===== config.mk =====
export PLATFORM = sky130hd
export DESIGN_NAME = sgm_sqrt_cell
export DESIGN_NICKNAME = d
export VERILOG_FILES = /design/src/sgm_pkg.sv /design/src/sgm_sqrt_cell.sv
export SDC_FILE = /design/constraint.sdc
export NUM_CORES = 1
export LEC_CHECK = 0
export ABC_AREA = 1
export BUFFER_PORTS_ARGS = -buffer_cell sky130_fd_sc_hd__buf_2
export CAP_MARGIN = 15
export CORE_UTILIZATION = 44
export DETAILED_ROUTE_END_ITERATION = 12
export PLACE_DENSITY = 0.77
export SKIP_LAST_GASP = 1
export SLEW_MARGIN = 10
export SYNTH_ARGS = -nofsm -noshare
export SYNTH_HDL_FRONTEND = slang
export SYNTH_SLANG_ARGS = --single-unit

===== constraint.sdc =====
create_clock -name clk_i -period 0.8 [get_ports clk_i]
set_input_delay 0.08 -clock clk_i [delete_from_list [all_inputs] [get_ports clk_i]]
set_output_delay 0.08 -clock clk_i [all_outputs]
set_load 0.05 [all_outputs]

===== src/sgm_pkg.sv =====
// ============================================================================
// sgm_pkg: shared definitions for the Sobel gradient magnitude core
// Sizes, derived widths, register indexes, the pipeline tag and the square
// root cell payload.
// ============================================================================
package sgm_pkg;

  // Frame and sample limits.
  localparam int MAX_WIDTH   = 1024;
  localparam int MAX_HEIGHT  = 1024;
  localparam int SAMPLE_W    = 16;
  localparam int MIN_SIZE    = 3;

  // Register and coordinate widths.
  localparam int SIZE_W      = 11;
  localparam int COORD_W     = $clog2(MAX_WIDTH);
  localparam int ROW_W       = $clog2(MAX_HEIGHT);
  localparam int CFG_IDX_W   = 1;

  // Arithmetic widths: kernel sums, signed gradients, squares and root.
  localparam int ABS_W       = SAMPLE_W + 2;
  localparam int GRAD_W      = ABS_W + 1;
  localparam int SQ_W        = 2 * ABS_W;
  localparam int MAG_W       = ABS_W + 1;
  localparam int RAD_W       = 2 * MAG_W;
  localparam int REM_W       = MAG_W + 2;
  localparam int MAG_MAX     = 370723;

  // Stream widths.
  localparam int IN_TDATA_W  = ((SAMPLE_W + 7) / 8) * 8;
  localparam int OUT_FIELD_W = COORD_W + ROW_W + MAG_W;
  localparam int OUT_TDATA_W = ((OUT_FIELD_W + 7) / 8) * 8;
  localparam int OUT_PAD_W   = OUT_TDATA_W - OUT_FIELD_W;

  // Configuration register indexes.
  localparam logic [CFG_IDX_W-1:0] REG_IMAGE_WIDTH  = CFG_IDX_W'(0);
  localparam logic [CFG_IDX_W-1:0] REG_IMAGE_HEIGHT = CFG_IDX_W'(1);

  // Position and frame-end flag that travel with each interior pixel.
  typedef struct packed {
    logic [COORD_W-1:0] cx;
    logic [ROW_W-1:0]   cy;
    logic               last;
  } sgm_tag_t;

  // Working set of one digit-recurrence square root step.
  typedef struct packed {
    logic [RAD_W-1:0] rad;
    logic [REM_W-1:0] rem;
    logic [MAG_W-1:0] root;
  } sgm_sqrt_t;

  // Limits a size register to the range the line stores support.
  function automatic logic [SIZE_W-1:0] clamp_size(input logic [SIZE_W-1:0] v,
                                                   input logic [SIZE_W-1:0] hi);
    logic [SIZE_W-1:0] res;
    res = v;
    if (v < SIZE_W'(MIN_SIZE)) begin
      res = SIZE_W'(MIN_SIZE);
    end else if (v > hi) begin
      res = hi;
    end
    return res;
  endfunction

endpackage


===== src/sgm_sqrt_cell.sv =====
// ============================================================================
// sgm_sqrt_cell: one digit of the integer square root chain
// Brings down two radicand bits, tries the next root bit and hands the
// updated remainder, root and shifted radicand to the next cell.
// ============================================================================
module sgm_sqrt_cell (
  input  logic                  clk_i,
  input  logic                  rst_ni,
  input  logic                  en_i,
  input  logic                  valid_i,
  input  sgm_pkg::sgm_tag_t     tag_i,
  input  sgm_pkg::sgm_sqrt_t    data_i,
  output logic                  valid_o,
  output sgm_pkg::sgm_tag_t     tag_o,
  output sgm_pkg::sgm_sqrt_t    data_o
);
  import sgm_pkg::*;

  logic [REM_W+1:0] rem_sh;
  logic [REM_W+1:0] trial;
  logic             take;
  logic [REM_W+1:0] rem_sub;
  sgm_sqrt_t        data_d;
  sgm_sqrt_t        data_q;
  sgm_tag_t         tag_q;
  logic             valid_q;

  // Trial subtraction of (4 * root + 1) from the extended remainder.
  always_comb begin
    rem_sh      = {data_i.rem, data_i.rad[RAD_W-1 -: 2]};
    trial       = (REM_W + 2)'({data_i.root, 2'b01});
    take        = (rem_sh >= trial);
    rem_sub     = rem_sh - trial;
    data_d.rad  = {data_i.rad[RAD_W-3:0], 2'b00};
    data_d.rem  = take ? rem_sub[REM_W-1:0] : rem_sh[REM_W-1:0];
    data_d.root = {data_i.root[MAG_W-2:0], take};
  end

  // Valid bit of the cell.
  always_ff @(posedge clk_i or negedge rst_ni) begin
    if (!rst_ni) begin
      valid_q <= 1'b0;
    end else if (en_i) begin
      valid_q <= valid_i;
    end
  end

  // Payload of the cell.
  always_ff @(posedge clk_i) begin
    if (en_i) begin
      data_q <= data_d;
      tag_q  <= tag_i;
    end
  end

  assign valid_o = valid_q;
  assign tag_o   = tag_q;
  assign data_o  = data_q;

  // The remainder never exceeds twice the partial root.
  assert property (@(posedge clk_i) disable iff (!rst_ni)
    valid_q |-> ((REM_W)'(data_q.rem) <= (REM_W)'({data_q.root, 1'b0})))
    else $error("sqrt cell remainder out of bound");

endmodule


; ---- After elaboration in Yosys (flattened, before gate mapping)
; Index checks and enable logic that the tools add are counted.
[classes]
addsub = 1
mux = 1
n_lt_le_gt_ge = 1
[op_table]
columns = op, n
row1 = >= comparator 23 x 21 -> 1 bit, 1
row2 = 2-to-1 mux 21 bit, 1
row3 = subtractor 21 bit, 1
[word_totals]
elab_cells = 10
output_inout_bits = 100
ff_bits = 98
in_bits = 103

; ---- Longest topological paths before layout
; Gate-level depths: netlist (run 1).
[depth]
word_depth = 2
ltp_mapped = 14
ltp_nobuf = 13

; ---- Least setup slack after synthesis (run 1)
; Ideal clock, no wire load.
[synth_timing]
kind = input to register
startpoint = input data_i[4] in the netlist's numbering
endpoint = register data_q (netlist bit data_o[20]) (data pin)
slack_ns = -0.807
path_buffers = 1
t_arrival_ns = 1.352
path_stages = 11
setup_ns = 0.255
required_time_ns = 0.545
path_cell_list = inv_1 -> ha_1 -> nand2_2 -> inv_1 -> a21oi_1 -> nand2_2 -> nand2_1 -> nand4_4 -> buf_6 -> nand2_1 -> o21ai_2
[synth_lines]
columns = item, line
row1 = "start, declared", sgm_sqrt_cell.sv:12  ; input sgm_pkg::sgm_sqrt_t data_i,
row2 = "end signal, assigned", sgm_sqrt_cell.sv:51  ; data_q <= data_d;
row3 = "end, declared", sgm_sqrt_cell.sv:24  ; sgm_sqrt_t data_q;

==> flow_summary_export.csv, run 1 <==
group,metric,value,unit
global_route,grt_max_degree,47,
finish,n_antenna_cell,0,
placement,place_congestion,0.880,
critical_path,critPathCaptureType,"flop",
yosys,synth-xor-area-share,0.0160,
clocking,path_clk_slew,110,ps
power,power.density,1750,nW/um2
placement,dpl_worst_slack,-1210,ps
floorplanning,die_w,108,um
power,report.power.total,16.9,mW
finish,final_common_cell,"buf_6",
critical_path,critPathTopFamily,"simple AND/OR/NAND/NOR gates",
detailed_routing,drtPass1Iterations,5,
global_route,grt_pass1_wl,29000,um
timing,hold_viol,0,
clocking,clock_latency,370,ps
detailed_routing,wirelength,22000,um
critical_path,r2r-end,"valid_o$_DFFE_PN0P_",
yosys,synth_compound_area_frac,0.0394,
detailed_routing,vias_per_cell,5.30,
run_status,status,"complete, but fails checks",
critical_path,crit_chain,"buf_2 -> inv_2 -> ha_4 -> buf_4 -> nand2_4 -> inv_1 -> a21oi_2 -> buf_4 -> nor2_1 -> nor2_1 -> nand3b_1 -> nand3_2 -> nand2_2",
global_route,grt_pass1_vias,5334,
placement,hpwl,10900,um
critical_path,cp_max_fo,4,
critical_path,reg2reg_from,"valid_o$_DFFE_PN0P_",
floorplanning,core_area,10900,um2
critical_path,rr_worst_depth,1,
clocking,cts_buffers,9,
finish,final_util,0.883,
critical_path,crit_arrival,1710,ps
timing,fmax,643,MHz
critical_path,cp.required,950,ps
timing,layout_min_cycle_time,1550,ps
global_route,antenna_found_initial,0,
floorplanning,initial_core_util,0.452,
timing,finalMaxSlewViolations,0,
power,combinationalPowerShare,0.402,
critical_path,critPathLaunchType,"input pin",
yosys,syn_area_per_cell,10.4,um2
detailed_routing,dr_total_vias,5461,
clocking,h-tree-depth,3,
power,p_sw_frac,0.372,
yosys,synthSimpleGateAreaFrac,0.212,
detailed_routing,ant_nets,0,
floorplanning,io_pins,203,
timing,rsz0062_at_grt,"yes",
detailed_routing,wl_per_cell,21.3,um
power,pwr-share-clk,0.211,
timing,fin_crit_sh,1.94,
floorplanning,die_area,11600,um2
power,p_leak,4.43,nW
yosys,ys_types,32,
floorplanning,fp-row-count,38,
power,ir_worst_vdd,0.00138,V
yosys,synthCells,473,
timing,setup_ws,-754,ps
clocking,root_buffer,"clkbuf_8",
critical_path,critical_path.slowest_cell,"ha_4",
clocking,cts_sinks,98,
timing,fin_skew,0,ps
global_route,grt_remaining_overflow,0,
timing,setup_violations,121,
global_route,track_usage,0.343,
critical_path,cp.buffers_inverters,5,
run_status,violations,"setup timing",
critical_path,crit_start,"data_i[6]",
placement,io_buffer_count,200,
job,drv_cap,0,
critical_path,crit_type,"input pin to flop",
critical_path,slowest_delay,250,ps
clocking,cts_tree,"yes",
yosys,syn_area,4930,um2
yosys,synth_seq_cells,98,
critical_path,cp_num_cells,13,
power,seqPwrFrac,0.387,
yosys,synth_top_family_by_area,"simple AND/OR/NAND/NOR gates",
detailed_routing,drc,0,
critical_path,r2r_slack,-10,ps
yosys,ys_seq_area_frac,0.596,
yosys,synthMuxAreaShare,0.00229,
power,internal_power,10.6,mW
power,switchingPower,6.28,mW
yosys,synth_fa_ha_area_frac,0.0533,
finish,layout-drive-gt1-share,0.591,
floorplanning,die_y,108,um
yosys,yosys_warnings,0,
detailed_routing,drt-initial-drc-count,488,
finish,nNetsFinal,1010,
min_path,hp-class,"input pin to async pin",
finish,area_growth,95.3,%
finish,layout_common_cells,"buf_6, buf_4, edfxtp_1",
clocking,cts_max_path_buffers,2,
-- synthesized netlist by cell type --
cell type	n	area, um2
nor3_4	1	16.3
nand3_1	32	160
ha_1	21	263
nor2_4	5	56.3
xor2_1	6	52.6
buf_8	1	15.0
nand4_4	1	21.3
edfxtp_1	97	2910
nand4_1	2	12.5
mux2_2	1	11.3
nor2_1	21	78.8
buf_12	1	20.0
nand2_1	133	499
a21oi_1	14	70.1
nand3_2	5	50.1
xnor2_1	3	26.3
a21oi_2	1	8.76
nor3_1	5	25.0
buf_4	2	15.0
o21ai_1	1	5.00
conb_1	1	3.75
buf_6	3	33.8
nand3b_1	6	45.0
o21bai_1	4	30.0
dfrtp_1	1	25.0
inv_2	2	7.51
and2_1	1	6.26
inv_1	80	300
nand2_2	10	62.6
nor2_2	2	12.5
o21ai_2	8	70.1
o21ai_0	2	10.0
-- routing by layer --
metal / routed length [um] / part of all wire / vias to the layer above / global-route usage
met3: 2090 / 0.095 / 112 / 0.0890
met5: 0 / 0 / - / 0
met2: 11100 / 0.50 / 422 / 0.610
met4: 1290 / 0.058 / 0 / 0.137
li1: - / - / 2369 / -
met1: 7590 / 0.34 / 2558 / 0.390
-- registers in the layout, summed over array words and instances, names as in the netlist --
signal and flops:
data_o 76, tag_o 21, valid_o 1
-- kinds of logic (layout without fill, tap and decap cells) --
kind of cell	after synthesis	in the layout
buffers and inverters	89	506
XOR/XNOR	9	9
multiplexers	1	1
flip-flops	98	98
adder cells (fa/ha/maj)	21	21
AO/OA/AOI/OAI	30	30
AND/OR/NAND/NOR	224	224
other	1	2
-- layout make-up --
cell class,instances,area (um2)
fillers,439,1270
flip-flops and latches,98,2940
clock buffers,10,128
repair buffers,408,3660
clock inverters,6,73.8
inverters,82,320
well taps,140,175
multi-input cells,287,2320
-- power by group through the flow --
stage                     Sequential, mW  Clock (mW)  Combinational [mW]
after floorplan                     8.17           0                1.49
after global placement              6.43           0                4.86
after detailed placement            6.45           0                4.94
after CTS                           6.46        3.41                6.23
after global routing                6.56        3.69                7.05
final                               6.53        3.56                6.79
-- how the worst max path moves through the flow --
stage	slack, ps	endpoint
6_report	-750	data_o[32]$_DFFE_PP_
4_1_cts	-540	data_o[27]$_DFFE_PP_
3_3_place_gp	-1160	data_o[36]$_DFFE_PP_
5_1_grt	-770	data_o[32]$_DFFE_PP_
2_1_floorplan	-670	data_o[19]$_DFFE_PP_
3_5_place_dp	-1210	data_o[39]$_DFFE_PP_
-- metrics by stage --
stage	area (um2)	hold slack (ps)	setup TNS, ps	instances
floorplan	5340	-216	-14160	474
global placement	7250	-145	-23810	907
detailed placement	7250	-144	-25700	907
CTS	9400	0.880	-34270	1023
global route	9620	28.0	-41380	1031
finish	9620	10.6	-38840	1031
-- what timing repair did --
| action | CTS | global route |
|---|---|---|
| gates cloned | 3 | 0 |
| gates resized for setup | 288 | 51 |
| setup endpoints to repair | 120 | 121 |
| setup buffers | 19 | 10 |
| hold endpoints to repair | 78 | 0 |
| hold buffers | 78 | 0 |
| pin swaps | 48 | 22 |
No activity file was read; power rests on OpenSTA's default activity.
==> inputs of run 2 (changes only) <==
--- a/config.mk
+++ b/config.mk
@@ -11,6 +11,7 @@
 export CORE_UTILIZATION = 44
 export DETAILED_ROUTE_END_ITERATION = 12
 export PLACE_DENSITY = 0.77
+export RECOVER_POWER = 25
 export SKIP_LAST_GASP = 1
 export SLEW_MARGIN = 10
 export SYNTH_ARGS = -nofsm -noshare
==> flow_summary_export.csv, run 2 (synthesis gave the netlist of run 1 again) <==
group,metric,value,unit
run_status,status,"complete, but fails checks",
run_status,violations,"setup timing",
finish,nNetsFinal,1010,
timing,fin_setup_tns,-39110,ps
timing,fin_skew,0,ps
placement,place_congestion,0.880,
critical_path,critPathLaunchType,"input pin",
critical_path,crit_type,"input pin to flop",
detailed_routing,wirelength,22100,um
clocking,clock_latency,370,ps
finish,multi_input_area,2320,um2
timing,layout_min_cycle_time,1560,ps
finish,n_antenna_cell,0,
power,ir_worst_vdd,0.00139,V
clocking,root_buffer,"clkbuf_8",
placement,io_buffer_count,200,
timing,finalMaxSlewViolations,0,
global_route,grt_pass1_vias,5334,
floorplanning,die_w,108,um
timing,rsz0062_at_grt,"yes",
clocking,cts_sinks,98,
timing,hold_viol,0,
min_path,hp-class,"input pin to async pin",
floorplanning,core_area,10900,um2
detailed_routing,vias_per_cell,5.35,
floorplanning,die_area,11600,um2
global_route,grt_remaining_overflow,0,
critical_path,crit_arrival,1720,ps
finish,seqCellArea,2940,um2
timing,fin_crit_sh,1.96,
clocking,h-tree-depth,3,
placement,dpl_worst_slack,-1210,ps
finish,final_common_cell,"buf_6",
global_route,grt_max_degree,47,
finish,layout_common_cells,"buf_6, buf_4, edfxtp_1",
job,drv_cap,0,
clocking,cts_buffers,9,
detailed_routing,drc,0,
clocking,cts_max_path_buffers,2,
clocking,path_clk_slew,110,ps
power,p_leak,4.41,nW
timing,setup_ws,-765,ps
detailed_routing,dr_total_vias,5511,
detailed_routing,drtPass1Iterations,5,
critical_path,cp_max_fo,4,
critical_path,critPathCaptureType,"flop",
global_route,track_usage,0.343,
floorplanning,io_pins,203,
detailed_routing,drt-initial-drc-count,477,
global_route,grt_pass1_wl,29000,um
detailed_routing,wl_per_cell,21.5,um
finish,fillers,444,
timing,fmax,639,MHz
critical_path,cp.required,960,ps
finish,largest_register_ffs,76,
floorplanning,die_y,108,um
global_route,antenna_found_initial,0,
placement,hpwl,10900,um
floorplanning,initial_core_util,0.452,
detailed_routing,ant_nets,0,
finish,layout-drive-gt1-share,0.589,
finish,area_growth,94.4,%
power,power.density,1760,nW/um2
floorplanning,fp-row-count,38,
clocking,cts_tree,"yes",
timing,setup_violations,121,
## run 2: layer usage
layer | share of wire | vias up | wire length, um | GRT usage
met1 | 0.34 | 2574 | 7500 | 0.390
li1 | - | 2368 | - | -
met4 | 0.059 | 0 | 1310 | 0.137
met2 | 0.50 | 458 | 11100 | 0.610
met5 | 0 | - | 0 | 0
met3 | 0.10 | 111 | 2220 | 0.0890
## run 2: worst max-delay path: stages
cell	delay (ps)
buf_2	110
inv_2	50
ha_4	250
buf_4	150
nand2_4	100
inv_1	90
a21oi_2	200
buf_4	140
nor2_1	60
nor2_1	180
nand3b_1	130
nand3_2	100
nand2_2	60
## run 2: repair_timing
action	in CTS	in global routing
setup buffers	19	10
cloned	3	0
hold endpoints to repair	78	0
pin swaps	48	22
hold buffers	78	0
gates resized for setup	288	51
endpoints found under the setup margin	120	121
## run 2: final cells by class
class | instances | share of cell area
Timing Repair Buffer | 408 | 0.378
Sequential cell | 98 | 0.307
Multi-Input combinational cell | 287 | 0.242
Inverter | 82 | 0.0334
Tap cell | 140 | 0.0183
Clock buffer | 10 | 0.0133
Clock inverter | 6 | 0.00771
## run 2: power breakdown
group,internal (mW),switching (mW)
combinational,2.85,3.91
sequential,6.24,0.299
clock,1.49,2.06
## run 2: final timing paths
kind                                           from                    to  slack [ps]  cells past startpoint
worst max-delay path                      data_i[6]  data_o[32]$_DFFE_PP_        -760                     13
worst min-delay path                         rst_ni   valid_o$_DFFE_PN0P_          10                      2
worst max register to register  valid_o$_DFFE_PN0P_   valid_o$_DFFE_PN0P_         -10                      1
worst min register to register  valid_o$_DFFE_PN0P_   valid_o$_DFFE_PN0P_         580                      1
max in group asynchronous                    rst_ni   valid_o$_DFFE_PN0P_         660                      2
min in group clk_i                       data_i[34]  data_o[36]$_DFFE_PP_          20                      3
## run 2: stage by stage
step                      power [mW]  cell area [um2]  cells  hold WS, ps  utilization
final                           16.9             9580   1031         11.2        0.880
after floorplan                 9.66             5340    474         -216            -
after global placement          11.3             7250    907         -145        0.665
after global routing            17.3             9580   1031         29.8        0.880
after detailed placement        11.4             7250    907         -144        0.665
after CTS                       16.1             9400   1023        0.880        0.863
